File: config.mk
export PLATFORM = sky130hd
export DESIGN_NAME = intrusion_alarm_controller
export DESIGN_NICKNAME = d
export VERILOG_FILES = /design/src/rtl/iac_pkg.sv /design/src/rtl/iac_fsm.sv /design/src/rtl/intrusion_alarm_controller.sv
export SDC_FILE = /design/constraint.sdc
export NUM_CORES = 1
export LEC_CHECK = 0
export BUFFER_PORTS_ARGS = -buffer_cell sky130_fd_sc_hd__buf_2
export CAP_MARGIN = 20
export CORE_MARGIN = 2
export CORE_UTILIZATION = 60
export CTS_BUF_LIST = sky130_fd_sc_hd__clkbuf_2
export DETAILED_ROUTE_END_ITERATION = 12
export PLACE_DENSITY = 0.88
export SLEW_MARGIN = 20
export SYNTH_ARGS = -nofsm -noshare
export SYNTH_HDL_FRONTEND = slang
export SYNTH_SLANG_ARGS = --single-unit
File: constraint.sdc
create_clock -name aclk -period 10.4 [get_ports aclk]
set_input_delay 2.08 -clock aclk [delete_from_list [all_inputs] [get_ports aclk]]
set_output_delay 2.08 -clock aclk [all_outputs]
set_load 0.02 [all_outputs]
File: src/rtl/iac_pkg.sv
package iac_pkg;

    // Configuration register indexes on the write channel.
    typedef enum logic [1:0] {
        CFG_MASTER_PIN   = 2'd0,
        CFG_ENTRY_DELAY  = 2'd1,
        CFG_PULSE_PERIOD = 2'd2,
        CFG_PULSE_STEP   = 2'd3
    } cfg_index_t;

    // Event kinds carried in tuser.
    typedef enum logic [1:0] {
        MODE_TICK    = 2'd0,
        MODE_BUTTON  = 2'd1,
        MODE_MESSAGE = 2'd2,
        MODE_UNUSED  = 2'd3
    } mode_t;

    // Commands carried by a message.
    typedef enum logic [1:0] {
        CMD_NONE       = 2'd0,
        CMD_ACTIVATE   = 2'd1,
        CMD_DEACTIVATE = 2'd2,
        CMD_RESET_PIN  = 2'd3
    } command_t;

    // Notification codes.
    localparam logic [1:0] NOTIFY_NONE      = 2'd0;
    localparam logic [1:0] NOTIFY_MOTION    = 2'd1;
    localparam logic [1:0] NOTIFY_INTRUSION = 2'd2;
    localparam logic [1:0] NOTIFY_WRONG_PIN = 2'd3;

    // Display screen codes.
    localparam logic [2:0] SCREEN_UNCHANGED = 3'd0;
    localparam logic [2:0] SCREEN_ARMED     = 3'd1;
    localparam logic [2:0] SCREEN_DISARMED  = 3'd2;
    localparam logic [2:0] SCREEN_GRANTED   = 3'd3;
    localparam logic [2:0] SCREEN_MOTION    = 3'd4;
    localparam logic [2:0] SCREEN_INTRUSION = 3'd5;
    localparam logic [2:0] SCREEN_RETRY     = 3'd6;
    localparam logic [2:0] SCREEN_WARNED    = 3'd7;

    // Register reset values.
    localparam logic [13:0] MASTER_PIN_RESET   = 14'd1981;
    localparam logic [19:0] ENTRY_DELAY_RESET  = 20'd10000;
    localparam logic [7:0]  PULSE_PERIOD_RESET = 8'd5;
    localparam logic [6:0]  PULSE_STEP_RESET   = 7'd5;

    // Siren pulse limits.
    localparam logic signed [9:0] PULSE_TOP    = 10'sd255;
    localparam logic signed [9:0] BUZZER_LEVEL = 10'sd150;
    localparam logic signed [10:0] PULSE_MAX   = 11'sd511;
    localparam logic signed [10:0] PULSE_MIN   = -11'sd512;

    // LED colors.
    localparam logic [7:0] LED_FULL = 8'hFF;
    localparam logic [7:0] LED_DARK = 8'h00;

    typedef struct packed {
        logic [13:0] master_pin;
        logic [19:0] entry_delay_ms;
        logic [7:0]  pulse_period_ticks;
        logic [6:0]  pulse_step;
    } cfg_t;

    typedef struct packed {
        mode_t       mode;
        command_t    command;
        logic [13:0] pin_value;
        logic        violation;
    } item_t;

    typedef struct packed {
        logic [1:0] system_state;
        logic [7:0] led_red;
        logic [7:0] led_green;
        logic [7:0] led_blue;
        logic       lamp_blink;
        logic       buzzer_on;
        logic [1:0] notify_code;
        logic [2:0] screen_code;
    } result_t;

endpackage

File: src/rtl/iac_fsm.sv
module iac_fsm import iac_pkg::*; #(
    parameter int TIMER_BITS = 20
) (
    input  logic    aclk,
    input  logic    aresetn,
    input  logic    en,
    input  item_t   item,
    input  cfg_t    cfg,
    output result_t result
);

    localparam int CMP_W = (TIMER_BITS > 20) ? TIMER_BITS : 20;

    typedef enum logic [1:0] {
        ST_OFF   = 2'd0,
        ST_ARMED = 2'd1,
        ST_PRE   = 2'd2,
        ST_INTR  = 2'd3
    } alarm_state_t;

    alarm_state_t           alarm_state_reg,     alarm_state_next;
    logic [TIMER_BITS-1:0]  entry_timer_reg,     entry_timer_next;
    logic [1:0]             wrong_pin_count_reg, wrong_pin_count_next;
    logic                   notified_flag_reg,   notified_flag_next;
    logic signed [9:0]      pulse_level_reg,     pulse_level_next;
    logic                   pulse_falling_reg,   pulse_falling_next;
    logic [7:0]             pulse_prescaler_reg, pulse_prescaler_next;
    logic [7:0]             led_red_reg,         led_red_next;
    logic [7:0]             led_green_reg,       led_green_next;
    logic [7:0]             led_blue_reg,        led_blue_next;
    logic [1:0]             notify;
    logic [2:0]             screen;

    // Next state and result for the item at the head of the pipe.
    always_comb begin
        logic [7:0]         period;
        logic signed [10:0] sum;
        logic signed [10:0] step_ext;
        logic               fire;

        alarm_state_next     = alarm_state_reg;
        entry_timer_next     = entry_timer_reg;
        wrong_pin_count_next = wrong_pin_count_reg;
        notified_flag_next   = notified_flag_reg;
        pulse_level_next     = pulse_level_reg;
        pulse_falling_next   = pulse_falling_reg;
        pulse_prescaler_next = pulse_prescaler_reg;
        led_red_next         = led_red_reg;
        led_green_next       = led_green_reg;
        led_blue_next        = led_blue_reg;
        notify               = NOTIFY_NONE;
        screen               = SCREEN_UNCHANGED;
        fire                 = 1'b0;
        period   = (cfg.pulse_period_ticks == 8'd0) ? 8'd1 : cfg.pulse_period_ticks;
        step_ext = signed'({4'b0000, cfg.pulse_step});
        sum      = '0;

        unique case (item.mode)
            MODE_TICK: begin
                // Entry delay count in pre-alarm, saturating at the timer's top.
                if (alarm_state_reg == ST_PRE) begin
                    if (!(&entry_timer_reg)) begin
                        entry_timer_next = entry_timer_reg + TIMER_BITS'(1);
                    end
                    if (CMP_W'(entry_timer_next) >= CMP_W'(cfg.entry_delay_ms)) begin
                        fire = 1'b1;
                    end
                end
                if (fire) begin
                    alarm_state_next = ST_INTR;
                    if (notified_flag_reg) begin
                        notify             = NOTIFY_INTRUSION;
                        notified_flag_next = 1'b0;
                    end
                    screen = SCREEN_INTRUSION;
                end
                // Siren pulse prescaler and triangle step.
                if (alarm_state_next == ST_INTR) begin
                    pulse_prescaler_next = pulse_prescaler_reg + 8'd1;
                    if (pulse_prescaler_next >= period) begin
                        pulse_prescaler_next = 8'd0;
                        sum = pulse_falling_reg ? (11'(pulse_level_reg) - step_ext)
                                                : (11'(pulse_level_reg) + step_ext);
                        if (sum > PULSE_MAX) begin
                            sum = PULSE_MAX;
                        end
                        if (sum < PULSE_MIN) begin
                            sum = PULSE_MIN;
                        end
                        pulse_level_next = sum[9:0];
                        if (pulse_level_next >= PULSE_TOP || pulse_level_next <= 10'sd0) begin
                            pulse_falling_next = !pulse_falling_reg;
                        end
                    end
                end
            end
            MODE_BUTTON: begin
                if (alarm_state_reg == ST_INTR || alarm_state_reg == ST_PRE) begin
                    alarm_state_next   = ST_ARMED;
                    notified_flag_next = 1'b0;
                    led_red_next       = LED_DARK;
                    led_green_next     = LED_FULL;
                    led_blue_next      = LED_DARK;
                    screen             = SCREEN_ARMED;
                end
            end
            MODE_MESSAGE: begin
                // Command first.
                unique case (item.command)
                    CMD_ACTIVATE: begin
                        alarm_state_next   = ST_ARMED;
                        notified_flag_next = 1'b0;
                        led_red_next       = LED_DARK;
                        led_green_next     = LED_FULL;
                        led_blue_next      = LED_DARK;
                        screen             = SCREEN_ARMED;
                    end
                    CMD_DEACTIVATE: begin
                        alarm_state_next   = ST_OFF;
                        notified_flag_next = 1'b0;
                        led_red_next       = LED_DARK;
                        led_green_next     = LED_DARK;
                        led_blue_next      = LED_DARK;
                        screen             = SCREEN_DISARMED;
                    end
                    CMD_RESET_PIN: begin
                        if (alarm_state_reg == ST_INTR || alarm_state_reg == ST_PRE) begin
                            if (item.pin_value == cfg.master_pin) begin
                                alarm_state_next     = ST_ARMED;
                                notified_flag_next   = 1'b0;
                                wrong_pin_count_next = 2'd0;
                                led_red_next         = LED_DARK;
                                led_green_next       = LED_FULL;
                                led_blue_next        = LED_DARK;
                                screen               = SCREEN_GRANTED;
                            end else if (alarm_state_reg == ST_PRE) begin
                                alarm_state_next = ST_INTR;
                                if (notified_flag_reg) begin
                                    notify             = NOTIFY_INTRUSION;
                                    notified_flag_next = 1'b0;
                                end
                                screen = SCREEN_INTRUSION;
                            end else begin
                                // Wrong PIN during intrusion: count up to three.
                                if (wrong_pin_count_reg != 2'd3) begin
                                    wrong_pin_count_next = wrong_pin_count_reg + 2'd1;
                                end
                                if (wrong_pin_count_next >= 2'd2) begin
                                    notify = NOTIFY_WRONG_PIN;
                                    screen = SCREEN_WARNED;
                                end else begin
                                    screen = SCREEN_RETRY;
                                end
                            end
                        end
                    end
                    CMD_NONE: begin
                    end
                    default: begin
                    end
                endcase
                // Motion is handled after the command, against the new state.
                if (item.violation && alarm_state_next == ST_ARMED) begin
                    alarm_state_next = ST_PRE;
                    entry_timer_next = '0;
                    led_red_next     = LED_FULL;
                    led_green_next   = LED_FULL;
                    led_blue_next    = LED_DARK;
                    screen           = SCREEN_MOTION;
                    if (!notified_flag_next) begin
                        notify             = NOTIFY_MOTION;
                        notified_flag_next = 1'b1;
                    end
                end
            end
            MODE_UNUSED: begin
            end
            default: begin
            end
        endcase

        // In intrusion the LED shows the clamped siren pulse in red.
        if (alarm_state_next == ST_INTR) begin
            if (pulse_level_next <= 10'sd0) begin
                led_red_next = LED_DARK;
            end else if (pulse_level_next >= PULSE_TOP) begin
                led_red_next = LED_FULL;
            end else begin
                led_red_next = pulse_level_next[7:0];
            end
            led_green_next = LED_DARK;
            led_blue_next  = LED_DARK;
        end
    end

    // Result of this item.
    assign result.system_state = alarm_state_next;
    assign result.led_red      = led_red_next;
    assign result.led_green    = led_green_next;
    assign result.led_blue     = led_blue_next;
    assign result.lamp_blink   = (alarm_state_next == ST_INTR);
    assign result.buzzer_on    = (alarm_state_next == ST_INTR) &&
                                 (pulse_level_next > BUZZER_LEVEL);
    assign result.notify_code  = notify;
    assign result.screen_code  = screen;

    // Panel state, updated once per item that moves to the output.
    always_ff @(posedge aclk) begin
        if (!aresetn) begin
            alarm_state_reg     <= ST_OFF;
            entry_timer_reg     <= '0;
            wrong_pin_count_reg <= 2'd0;
            notified_flag_reg   <= 1'b0;
            pulse_level_reg     <= 10'sd0;
            pulse_falling_reg   <= 1'b0;
            pulse_prescaler_reg <= 8'd0;
            led_red_reg         <= LED_DARK;
            led_green_reg       <= LED_DARK;
            led_blue_reg        <= LED_DARK;
        end else if (en) begin
            alarm_state_reg     <= alarm_state_next;
            entry_timer_reg     <= entry_timer_next;
            wrong_pin_count_reg <= wrong_pin_count_next;
            notified_flag_reg   <= notified_flag_next;
            pulse_level_reg     <= pulse_level_next;
            pulse_falling_reg   <= pulse_falling_next;
            pulse_prescaler_reg <= pulse_prescaler_next;
            led_red_reg         <= led_red_next;
            led_green_reg       <= led_green_next;
            led_blue_reg        <= led_blue_next;
        end
    end

    // A tick never wakes a panel that is switched off.
    a_off_stays_off_on_tick: assert property (@(posedge aclk) disable iff (!aresetn)
        en && alarm_state_reg == ST_OFF && item.mode == MODE_TICK
        |=> alarm_state_reg == ST_OFF)
        else $error("tick moved the panel out of the off state");

    // The entry timer only moves in pre-alarm or when pre-alarm is entered.
    a_timer_only_in_pre: assert property (@(posedge aclk) disable iff (!aresetn)
        alarm_state_reg != ST_PRE |=> alarm_state_reg == ST_PRE || $stable(entry_timer_reg))
        else $error("entry timer changed outside pre-alarm");

    // The siren pulse cannot move from off or armed within one item.
    a_pulse_idle: assert property (@(posedge aclk) disable iff (!aresetn)
        alarm_state_reg == ST_OFF || alarm_state_reg == ST_ARMED
        |=> $stable(pulse_level_reg))
        else $error("siren pulse moved while off or armed");

endmodule

File: src/rtl/intrusion_alarm_controller.sv
// An accepted beat passes through the input register, then the result register,
// on to its result beat. Throughput: one beat per cycle while the output is not
// stalled; the panel update is one pass of logic per item.
// Reset (aresetn low at a clock edge): panel off, timers, counters and pulse cleared,
// LED dark, both pipeline stages empty, registers back to PIN 1981, delay 10000 ms,
// pulse period 5 and pulse step 5.
module intrusion_alarm_controller import iac_pkg::*; #(
    parameter int TIMER_BITS = 20
) (
    input  logic        aclk,
    input  logic        aresetn,
    // Input beats.
    input  logic        s_tvalid,
    output logic        s_tready,
    input  logic [23:0] s_tdata,   // command[1:0], pin_value[15:2], violation[16], zeros
    input  logic [1:0]  s_tuser,   // mode[1:0]
    // Result beats.
    output logic        m_tvalid,
    input  logic        m_tready,
    output logic [39:0] m_tdata,   // system_state[1:0], led_red[9:2], led_green[17:10],
                                   // led_blue[25:18], lamp_blink[26], buzzer_on[27],
                                   // notify_code[29:28], screen_code[32:30], zeros
    // Configuration writes.
    input  logic        cfg_valid,
    output logic        cfg_ready,
    input  logic [1:0]  cfg_index,
    input  logic [19:0] cfg_data
);

    logic    in_valid_reg;
    item_t   item_reg;
    logic    m_tvalid_reg;
    logic [39:0] m_tdata_reg;
    cfg_t    cfg_reg;
    logic    advance;
    result_t result;

    // The head item moves on whenever the result register is free or being emptied.
    assign advance   = in_valid_reg && (!m_tvalid_reg || m_tready);
    assign s_tready  = !in_valid_reg || advance;
    assign cfg_ready = 1'b1;
    assign m_tvalid  = m_tvalid_reg;
    assign m_tdata   = m_tdata_reg;

    // Configuration registers.
    always_ff @(posedge aclk) begin
        if (!aresetn) begin
            cfg_reg.master_pin         <= MASTER_PIN_RESET;
            cfg_reg.entry_delay_ms     <= ENTRY_DELAY_RESET;
            cfg_reg.pulse_period_ticks <= PULSE_PERIOD_RESET;
            cfg_reg.pulse_step         <= PULSE_STEP_RESET;
        end else if (cfg_valid && cfg_ready) begin
            unique case (cfg_index_t'(cfg_index))
                CFG_MASTER_PIN:   cfg_reg.master_pin         <= cfg_data[13:0];
                CFG_ENTRY_DELAY:  cfg_reg.entry_delay_ms     <= cfg_data;
                CFG_PULSE_PERIOD: cfg_reg.pulse_period_ticks <= cfg_data[7:0];
                CFG_PULSE_STEP:   cfg_reg.pulse_step         <= cfg_data[6:0];
                default: begin
                end
            endcase
        end
    end

    // Input stage.
    always_ff @(posedge aclk) begin
        if (!aresetn) begin
            in_valid_reg <= 1'b0;
        end else if (s_tready) begin
            in_valid_reg <= s_tvalid;
        end
    end

    always_ff @(posedge aclk) begin
        if (s_tvalid && s_tready) begin
            item_reg.mode      <= mode_t'(s_tuser);
            item_reg.command   <= command_t'(s_tdata[1:0]);
            item_reg.pin_value <= s_tdata[15:2];
            item_reg.violation <= s_tdata[16];
        end
    end

    iac_fsm #(
        .TIMER_BITS (TIMER_BITS)
    ) u_fsm (
        .aclk    (aclk),
        .aresetn (aresetn),
        .en      (advance),
        .item    (item_reg),
        .cfg     (cfg_reg),
        .result  (result)
    );

    // Result stage.
    always_ff @(posedge aclk) begin
        if (!aresetn) begin
            m_tvalid_reg <= 1'b0;
        end else if (advance) begin
            m_tvalid_reg <= 1'b1;
        end else if (m_tready) begin
            m_tvalid_reg <= 1'b0;
        end
    end

    always_ff @(posedge aclk) begin
        if (advance) begin
            m_tdata_reg <= {7'd0, result.screen_code, result.notify_code, result.buzzer_on,
                            result.lamp_blink, result.led_blue, result.led_green,
                            result.led_red, result.system_state};
        end
    end

    // Every item that leaves the input stage shows up as a result beat.
    a_advance_gives_beat: assert property (@(posedge aclk) disable iff (!aresetn)
        advance |=> m_tvalid)
        else $error("item left the input stage without a result beat");

    // A held item in the input stage is never dropped.
    a_head_kept: assert property (@(posedge aclk) disable iff (!aresetn)
        in_valid_reg && !advance |=> in_valid_reg && $stable(item_reg))
        else $error("stalled input item was lost or changed");

    // The input stage never takes a beat while full and blocked.
    a_no_overrun: assert property (@(posedge aclk) disable iff (!aresetn)
        in_valid_reg && m_tvalid_reg && !m_tready |-> !s_tready)
        else $error("input accepted while the pipe was full");

endmodule

Word level (Yosys, flattened, before mapping). Cells that the tools add are included.

Eq/ne operators: 20. Reductions and logical operators: 28. Order comparisons: 10. Add/sub/neg operators: 5. Multiplexer cells: 94.

Operator list (number): $mux W8 (19); $mux W20 (5); $pmux W8 S2 (5); $mux W10 (7); $mux W11 (5); $mux W2 (25); $pmux W20 S2 (1); $pmux W8 S3 (1); $add A20 B1 Y20 const B (1); $ge A10 B9 Y1 const B (2); $ge A20 B20 Y1 (1); $le A10 B1 Y1 const B (2); $reduce_and A20 Y1 (1); $eq A2 B2 Y1 const B (9); $pmux W3 S3 (2); $mux W3 (5); $eq A14 B14 Y1 (1); $mux W1 (14); $pmux W2 S3 (2); $add A10 B8 Y11 (1); $gt A11 B10 Y1 const B (1); $lt A11 B10 Y1 const B (1); $sub A10 B8 Y11 (1); $gt A10 B9 Y1 const B (1); other kinds (22) (44).

Output and inout bits: 43. Logic and storage cells: 178. Input port bits: 53. Register bits after elaboration: 171.

Logic depth before layout (Yosys ltp). Gate-level depths: netlist of the first run.

Word-level depth: 25. Gate-level depth with buffers: 21. Depth with buffers taken out: 17.

Cells and area by module. From an unflattened synthesis of the first run, not the netlist that was laid out.

Cell total of the unflattened synthesis: 1050. Area, all modules: 9494.1 um2.

Modules (own cells, without submodules): iac_fsm (cells each 783, area an instance 5821.8 um2, times used 1); intrusion_alarm_controller (cells each 267, area an instance 3672.3 um2, times used 1).

Worst setup path after synthesis of the first run. No wires, ideal clock.

Path kind: input -> output. Start: input port m_tready. End: output port s_tready. Stages: 2. Path buffers: 0. Data arrival time: 2.433 ns. Path slack: 5.887 ns. Cell sequence: nor2b_1 nand2_1.

Cells in the longest elaborated chain, start to end: 3.

RTL lines: start, declared (RTL line intrusion_alarm_controller.sv:19) `input logic m_tready,`; $logic_or A1 B1 Y1 (RTL line intrusion_alarm_controller.sv:39) `assign advance = in_valid_reg && (!m_tvalid_reg || m_tready);`; $logic_and A1 B1 Y1 (RTL line intrusion_alarm_controller.sv:39); $logic_or A1 B1 Y1 (RTL line intrusion_alarm_controller.sv:40) `assign s_tready = !in_valid_reg || advance;`; end, declared (RTL line intrusion_alarm_controller.sv:14) `output logic s_tready,`.

No other way between the ends.

==> impl_metrics.json, run 1 <==
{
  "outcome": "completed",
  "grt_pass1_vias": 7221,
  "die_x_um": 129,
  "hold_class": "register to register",
  "rows": 45,
  "setup_slack_ns": 5.09,
  "endpoint_kind": "register",
  "post-route-util_pct": 66.3,
  "port_buffers": 80,
  "yosysTopAreaCell": "dfxtp_1",
  "drive_above_1_share_pct": 12.2,
  "async_flop_share_pct": 0,
  "holdCritStartpoint": "u_fsm.led_blue_reg[6]",
  "drc": 0,
  "synth_top_area_share_pct": 25.4,
  "stdcell_area_um2": 10100,
  "ys_ff_latch": 171,
  "grt_max_degree": 111,
  "clk_latency_ns": 0.74,
  "grtUsageTotal_pct": 25.4,
  "crit_arrival_ns": 5.97,
  "timing.hold.ws_ns": 0.484,
  "yosysWarnings": 0,
  "synthCells": 1065,
  "netlist_area_um2": 9360,
  "synth_area_leaders": "dfxtp_1 (25%), edfxtp_1 (17%), ha_1 (6.1%)",
  "detail_route.iter0.violations": 546,
  "vias": 7773,
  "cts_buffers": 17,
  "hpwlAfterDp_mm": 14.5,
  "fin_skew_ns": 0.0209,
  "wl_mm": 20.5,
  "path_clk_slew_ns": 0.23,
  "cp_data_required_time_ns": 11.06,
  "r2r_slack_ns": 5.09,
  "synth_common_cells": "nand2_1 (148), dfxtp_1 (119), nor2_1 (66)",
  "maxCapViolCount": 0,
  "final_nets": 1214,
  "fmax_mhz": 188,
  "r2r_cells": 16,
  "worstSetupStartpoint": "u_fsm.entry_timer_reg[10]",
  "synth.yosys.seq_area_share_pct": 42.1,
  "grt_pass1_wl_mm": 34.0,
  "start_kind": "register",
  "synth_cell_type_count": 75,
  "period_minus_slack_ns": 5.31,
  "cts_root_buf": "clkbuf_2",
  "finalHoldViolCount": 0,
  "clkSinkCount": 171,
  "r2r-end": "u_fsm.led_red_reg[7]",
  "dieArea_um2": 16600,
  "core_um2": 15200,
  "die_y_um": 129,
  "place_area_um2": 9790,
  "finalCritPeriodShare_pct": 51.1,
  "routed_via_density": 5.91,
  "area_delta_synth_final_pct": 7.59,
  "slew_headroom_pct": 29.6,
  "p_leak_nw": 4.11,
  "min_to": "u_fsm.led_blue_reg[6]",
  "wl_per_cell_um": 15.6,
  "worst_hold_path.num_cells": 1,
  "drtPass1Iterations": 9,
  "overflow": 0,
  "dp_slack_ns": 5.17,
  "rsz0062_at_grt": "false",
  "cts.htree.levels": 4,
  "timing.setup.tns_ns": 0,
  "pin_count": 96,
  "antenna_left": 0,
  "largest_reg_flops": 49,
  "ir_drop_uv": 140,
  "synth-edff-count": 52,
  "cts_setup_buffers": 0,
  "final_max_slew_viol_count": 0,
  "syn_area_per_cell_um2": 8.79,
  "synth_most_common_cell": "nand2_1",
  "antenna_found_initial": 1,
  "p_per_area_nw_per_um2": 124,
  "path_class": "register to register",
  "cts_buffer_depth": 2,
  "cts_resized": 0,
  "worstMarginPinSlew_ns": 1.06,
  "initial_core_util_pct": 61.6,
  "fillers": 1220,
  "critPathMaxFanout": 15,
  "ys.flop_type": "dfxtp_1",
  "finalSetupViolCount": 0,
  "cts_tree": "built",
  "routabilityCongestion": 0.908,
  "cts-hold-fix-buffers": 0,
  "worstReg2RegStart": "u_fsm.entry_timer_reg[10]"
}
[worst max-delay path, cell delays in order, from the launching register on]
cell	delay (ns)
dfxtp_1	0.52
nand4_1	0.20
nor3_1	0.61
nand3_1	0.53
nand3_1	0.38
nor2_1	0.08
xor2_1	0.17
ha_1	0.31
nand4_1	0.15
nor4_1	0.33
a32oi_1	0.15
nand3_2	0.17
o2111a_1	0.59
mux2_4	0.39
and3b_1	0.30
a211oi_1	0.13
a31o_1	0.23
[cells by family (layout without fill, tap and decap cells)]
| kind of cell | count (synthesis) | after routing | share of synthesized area [%] |
|---|---|---|---|
| AO/OA/AOI/OAI | 267 | 267 | 19.0 |
| XOR/XNOR | 49 | 49 | 4.58 |
| adder cells (fa/ha/maj) | 55 | 55 | 7.24 |
| buffers and inverters | 108 | 164 | 4.81 |
| flip-flops | 171 | 171 | 42.1 |
| multiplexers | 11 | 11 | 1.28 |
| other | 2 | 9 | 0.0802 |
| AND/OR/NAND/NOR | 402 | 402 | 20.9 |
[through the flow]
stage,instances,total power [mW]
floorplan,1071,0.832
global placement,1283,0.867
detailed placement,1283,0.872
CTS,1315,1.25
global route,1316,1.30
finish,1316,1.25
[power breakdown]
part | switching, mW | total [mW] | internal, mW | leakage, nW
Combinational | 0.0858 | 0.135 | 0.0489 | 2.48
Clock | 0.228 | 0.389 | 0.161 | 0.170
Sequential | 0.0135 | 0.725 | 0.711 | 1.46
Total | 0.327 | 1.25 | 0.921 | 4.11
[layer usage]
layer	global-route usage, %	up-vias	part of all wire [%]
met2	42.6	271	47
met3	5.82	26	6.3
met5	0	-	0
met4	6.71	0	1.2
li1	-	3848	-
met1	33.4	3628	45
[area by class of cell]
cell class / count / area (µm²) / area share [%]
diodes: 1 / 2.50 / 0.0248
flip-flops and latches: 171 / 3940 / 39.1
inverters: 48 / 180 / 1.79
multi-input cells: 792 / 5010 / 49.7
clock buffers: 20 / 100 / 0.994
repair buffers: 84 / 430 / 4.27
well taps: 188 / 235 / 2.33
clock inverters: 12 / 174 / 1.73
[how the worst max path moves through the flow]
stage                            endpoint  slack, ns
floorplan                        s_tready       5.89
global placement     u_fsm.led_red_reg[5]       5.32
detailed placement   u_fsm.led_red_reg[5]       5.17
CTS                  u_fsm.led_red_reg[4]       5.16
global route        u_fsm.led_blue_reg[2]       4.57
finish               u_fsm.led_red_reg[7]       5.09
[placed cells by master (no fill, tap or decap), drive strengths merged, types with 4 or more instances in the layout]
cell type / count
nand2: 149
dfxtp: 119
buf: 84
nor2: 66
o21ai: 57
a21oi: 55
edfxtp: 52
inv: 49
ha: 46
a21boi: 44
nor2b: 32
nand3: 32
and2: 28
xor2: 27
xnor2: 22
clkbuf: 20
nor3: 19
nand4: 16
a21o: 15
and3: 14
o21a: 12
a31oi: 12
a211oi: 11
a22oi: 10
o211ai: 10
mux2i: 9
nand2b: 8
conb: 8
nor3b: 8
maj3: 8
clkinv: 7
nor4: 6
or3: 6
nand3b: 6
a31o: 6
o2111ai: 5
and4: 4
or2: 4
bufinv: 4
o21ba: 4
(Power assumes the default switching activity.)
==> run 2: changes to the inputs <==
- ABC_AREA: not set -> 1
- clock period: 10.4 -> 5.3 ns (I/O delays scaled with it)
==> impl_metrics.json, run 2 <==
{
  "hold_class": "primary input to register",
  "rsz0062_at_grt": "false",
  "r2r_cells": 27,
  "drive_above_1_share_pct": 11.1,
  "p_per_area_nw_per_um2": 240,
  "hpwlAfterDp_mm": 15.5,
  "mostFrequentLayoutCells": "nand2_1 (318), inv_1 (195), dfxtp_1 (119), a21oi_1 (112), o21ai_0 (100)",
  "stdcell_area_um2": 10500,
  "die_x_um": 132,
  "outcome": "completed",
  "synth-edff-count": 52,
  "final_max_slew_viol_count": 0,
  "period_minus_slack_ns": 4.87,
  "routabilityCongestion": 0.925,
  "worst_hold_path.num_cells": 1,
  "area_delta_synth_final_pct": 7.40,
  "path_class": "register to register",
  "antennaDiodeCount": 0,
  "async_flop_share_pct": 0,
  "detail_route.iter0.violations": 892,
  "grtUsageTotal_pct": 25.1,
  "synth_top_area_share_pct": 24.4,
  "place_area_um2": 10300,
  "ys_ff_latch": 171,
  "cts_setup_buffers": 0,
  "synth_common_cells": "nand2_1 (318), inv_1 (196), dfxtp_1 (119)",
  "largest_reg_flops": 49,
  "cts_resized": 0,
  "final_nets": 1494,
  "netlist_area_um2": 9770,
  "dieArea_um2": 17300,
  "fmax_mhz": 206,
  "ys.flop_type": "dfxtp_1",
  "slew_headroom_pct": 33.5,
  "wl_per_cell_um": 13.2,
  "antenna_found_initial": 0,
  "pin_count": 96,
  "overflow": 0,
  "timing.setup.tns_ns": 0,
  "synth_most_common_cell": "nand2_1",
  "drc": 0,
  "finalCritPeriodShare_pct": 91.8,
  "antenna_left": 0,
  "maxCapViolCount": 0,
  "layout_commonest_cell": "nand2_1",
  "clkSinkCount": 171,
  "post-route-util_pct": 66.1,
  "drtPass1Iterations": 9,
  "cts_buffers": 17,
  "synth.yosys.seq_area_share_pct": 40.3,
  "cts_root_buf": "clkbuf_2",
  "critPathMaxFanout": 22,
  "syn_area_per_cell_um2": 7.32,
  "core_um2": 15900,
  "yosysTopAreaCell": "dfxtp_1",
  "highest_layer": "met4",
  "rows": 46,
  "fin_skew_ns": 0.0278,
  "synth_area_leaders": "dfxtp_1 (24%), edfxtp_1 (16%), nand2_1 (12%)",
  "port_buffers": 80,
  "routed_via_density": 5.47,
  "worstMarginPinSlew_ns": 0.997,
  "clk_latency_ns": 0.75,
  "finalSetupViolCount": 0,
  "grt_pass1_wl_mm": 36.3,
  "cts-hold-fix-buffers": 0,
  "synth_cell_type_count": 57,
  "wl_met3_mm": 1.37,
  "synthCells": 1336,
  "finalHoldViolCount": 0,
  "cts.htree.levels": 4,
  "crit_arrival_ns": 5.52,
  "path_clk_slew_ns": 0.24,
  "wl_mm": 21.4,
  "initial_core_util_pct": 61.5,
  "met2_length_mm": 10.0,
  "cp_data_required_time_ns": 5.96,
  "p_leak_nw": 5.07,
  "grt_max_degree": 62,
  "fillers": 1373,
  "total_power_mw": 2.52,
  "endpoint_kind": "register",
  "start_kind": "register",
  "cts_tree": "built",
  "vias": 8876,
  "die_y_um": 132,
  "drt-met1-wl_mm": 9.81,
  "yosysWarnings": 0,
  "cts_buffer_depth": 2,
  "grt_pass1_vias": 7914,
  "ir_drop_uv": 291
}
run 2: cell types whose count changed in the layout (fill, tap and decap cells not counted), sizes merged, moves of 9 or more:
cell	change
inv	+150
a21oi	+62
o21a	-12
and3	-14
nor2	+16
nor2b	-32
xnor2	-12
nand3	+61
o21ai	+51
a31oi	-9
nand2	+184
a21boi	-44
a21o	-11
and2	-28
run 2: cell families (layout without fill, tap and decap cells):
kind of cell | count (synthesis) | in the layout | synth area share (%)
adders and majority gates | 47 | 47 | 6.09
DFF | 171 | 171 | 40.3
AOI/OAI and AO/OA | 272 | 272 | 15.7
and+or+nand+nor | 556 | 556 | 24.6
xor gates and xnor gates | 31 | 31 | 2.78
muxes | 1 | 1 | 0.102
buffers and inverters | 256 | 321 | 10.3
other | 2 | 8 | 0.0768
run 2: final timing paths:
check	from	endpoint	slack [ns]
min	s_tdata[16]	item_reg[0]	0.46
max reg2reg	u_fsm.entry_timer_reg[1]	u_fsm.led_red_reg[0]	0.43
min reg2reg	cfg_reg[27]	cfg_reg[27]	0.48
max	u_fsm.entry_timer_reg[1]	u_fsm.led_red_reg[0]	0.43
run 2: routing by layer:
layer,GRT usage (%),vias to the layer above
met4,5.98,0
met3,4.98,34
met5,0,-
met2,41.4,352
li1,-,4482
met1,34.1,4008
run 2: stage by stage:
stage	setup WS, ns	instances	hold WS (ns)
after floorplan	1.50	1342	0.431
after global placement	0.723	1591	0.447
after detailed placement	0.643	1591	0.454
after CTS	0.590	1623	0.418
after global routing	0.0444	1623	0.390
final	0.434	1623	0.464
run 2: worst max-delay path, cell delays in order (launching register included):
cell and delay [ns]:
dfxtp_1 0.47, ha_1 0.19, inv_1 0.07, nor4_1 0.55
nand4_1 0.27, nor2_1 0.19, nand2_1 0.15, nand3b_1 0.13
xor2_1 0.28, ha_1 0.31, nand2_1 0.09, inv_1 0.04
nand2_1 0.06, nand2_1 0.09, a21oi_1 0.20, nand4_1 0.18
nand2_2 0.17, nand2_2 0.10, nand3_4 0.19, inv_1 0.09
o21ai_1 0.28, nand2_1 0.11, nor2_2 0.14, a21oi_4 0.12
nand2_2 0.08, nand3_1 0.07, nand2_1 0.11, inv_1 0.04
run 2: layout make-up:
type / instances / area, µm² / area share (%)
Tap cell: 216 / 270 / 2.57
Clock inverter: 13 / 128 / 1.22
Sequential cell: 171 / 3940 / 37.6
Multi-Input combinational cell: 915 / 4840 / 46.2
Timing Repair Buffer: 88 / 460 / 4.39
Inverter: 201 / 756 / 7.20
Clock buffer: 19 / 95.1 / 0.906
run 2: power by group:
part | switching (mW) | internal [mW]
sequential | 0.0328 | 1.41
clock | 0.448 | 0.213
combinational | 0.279 | 0.130
total | 0.760 | 1.76
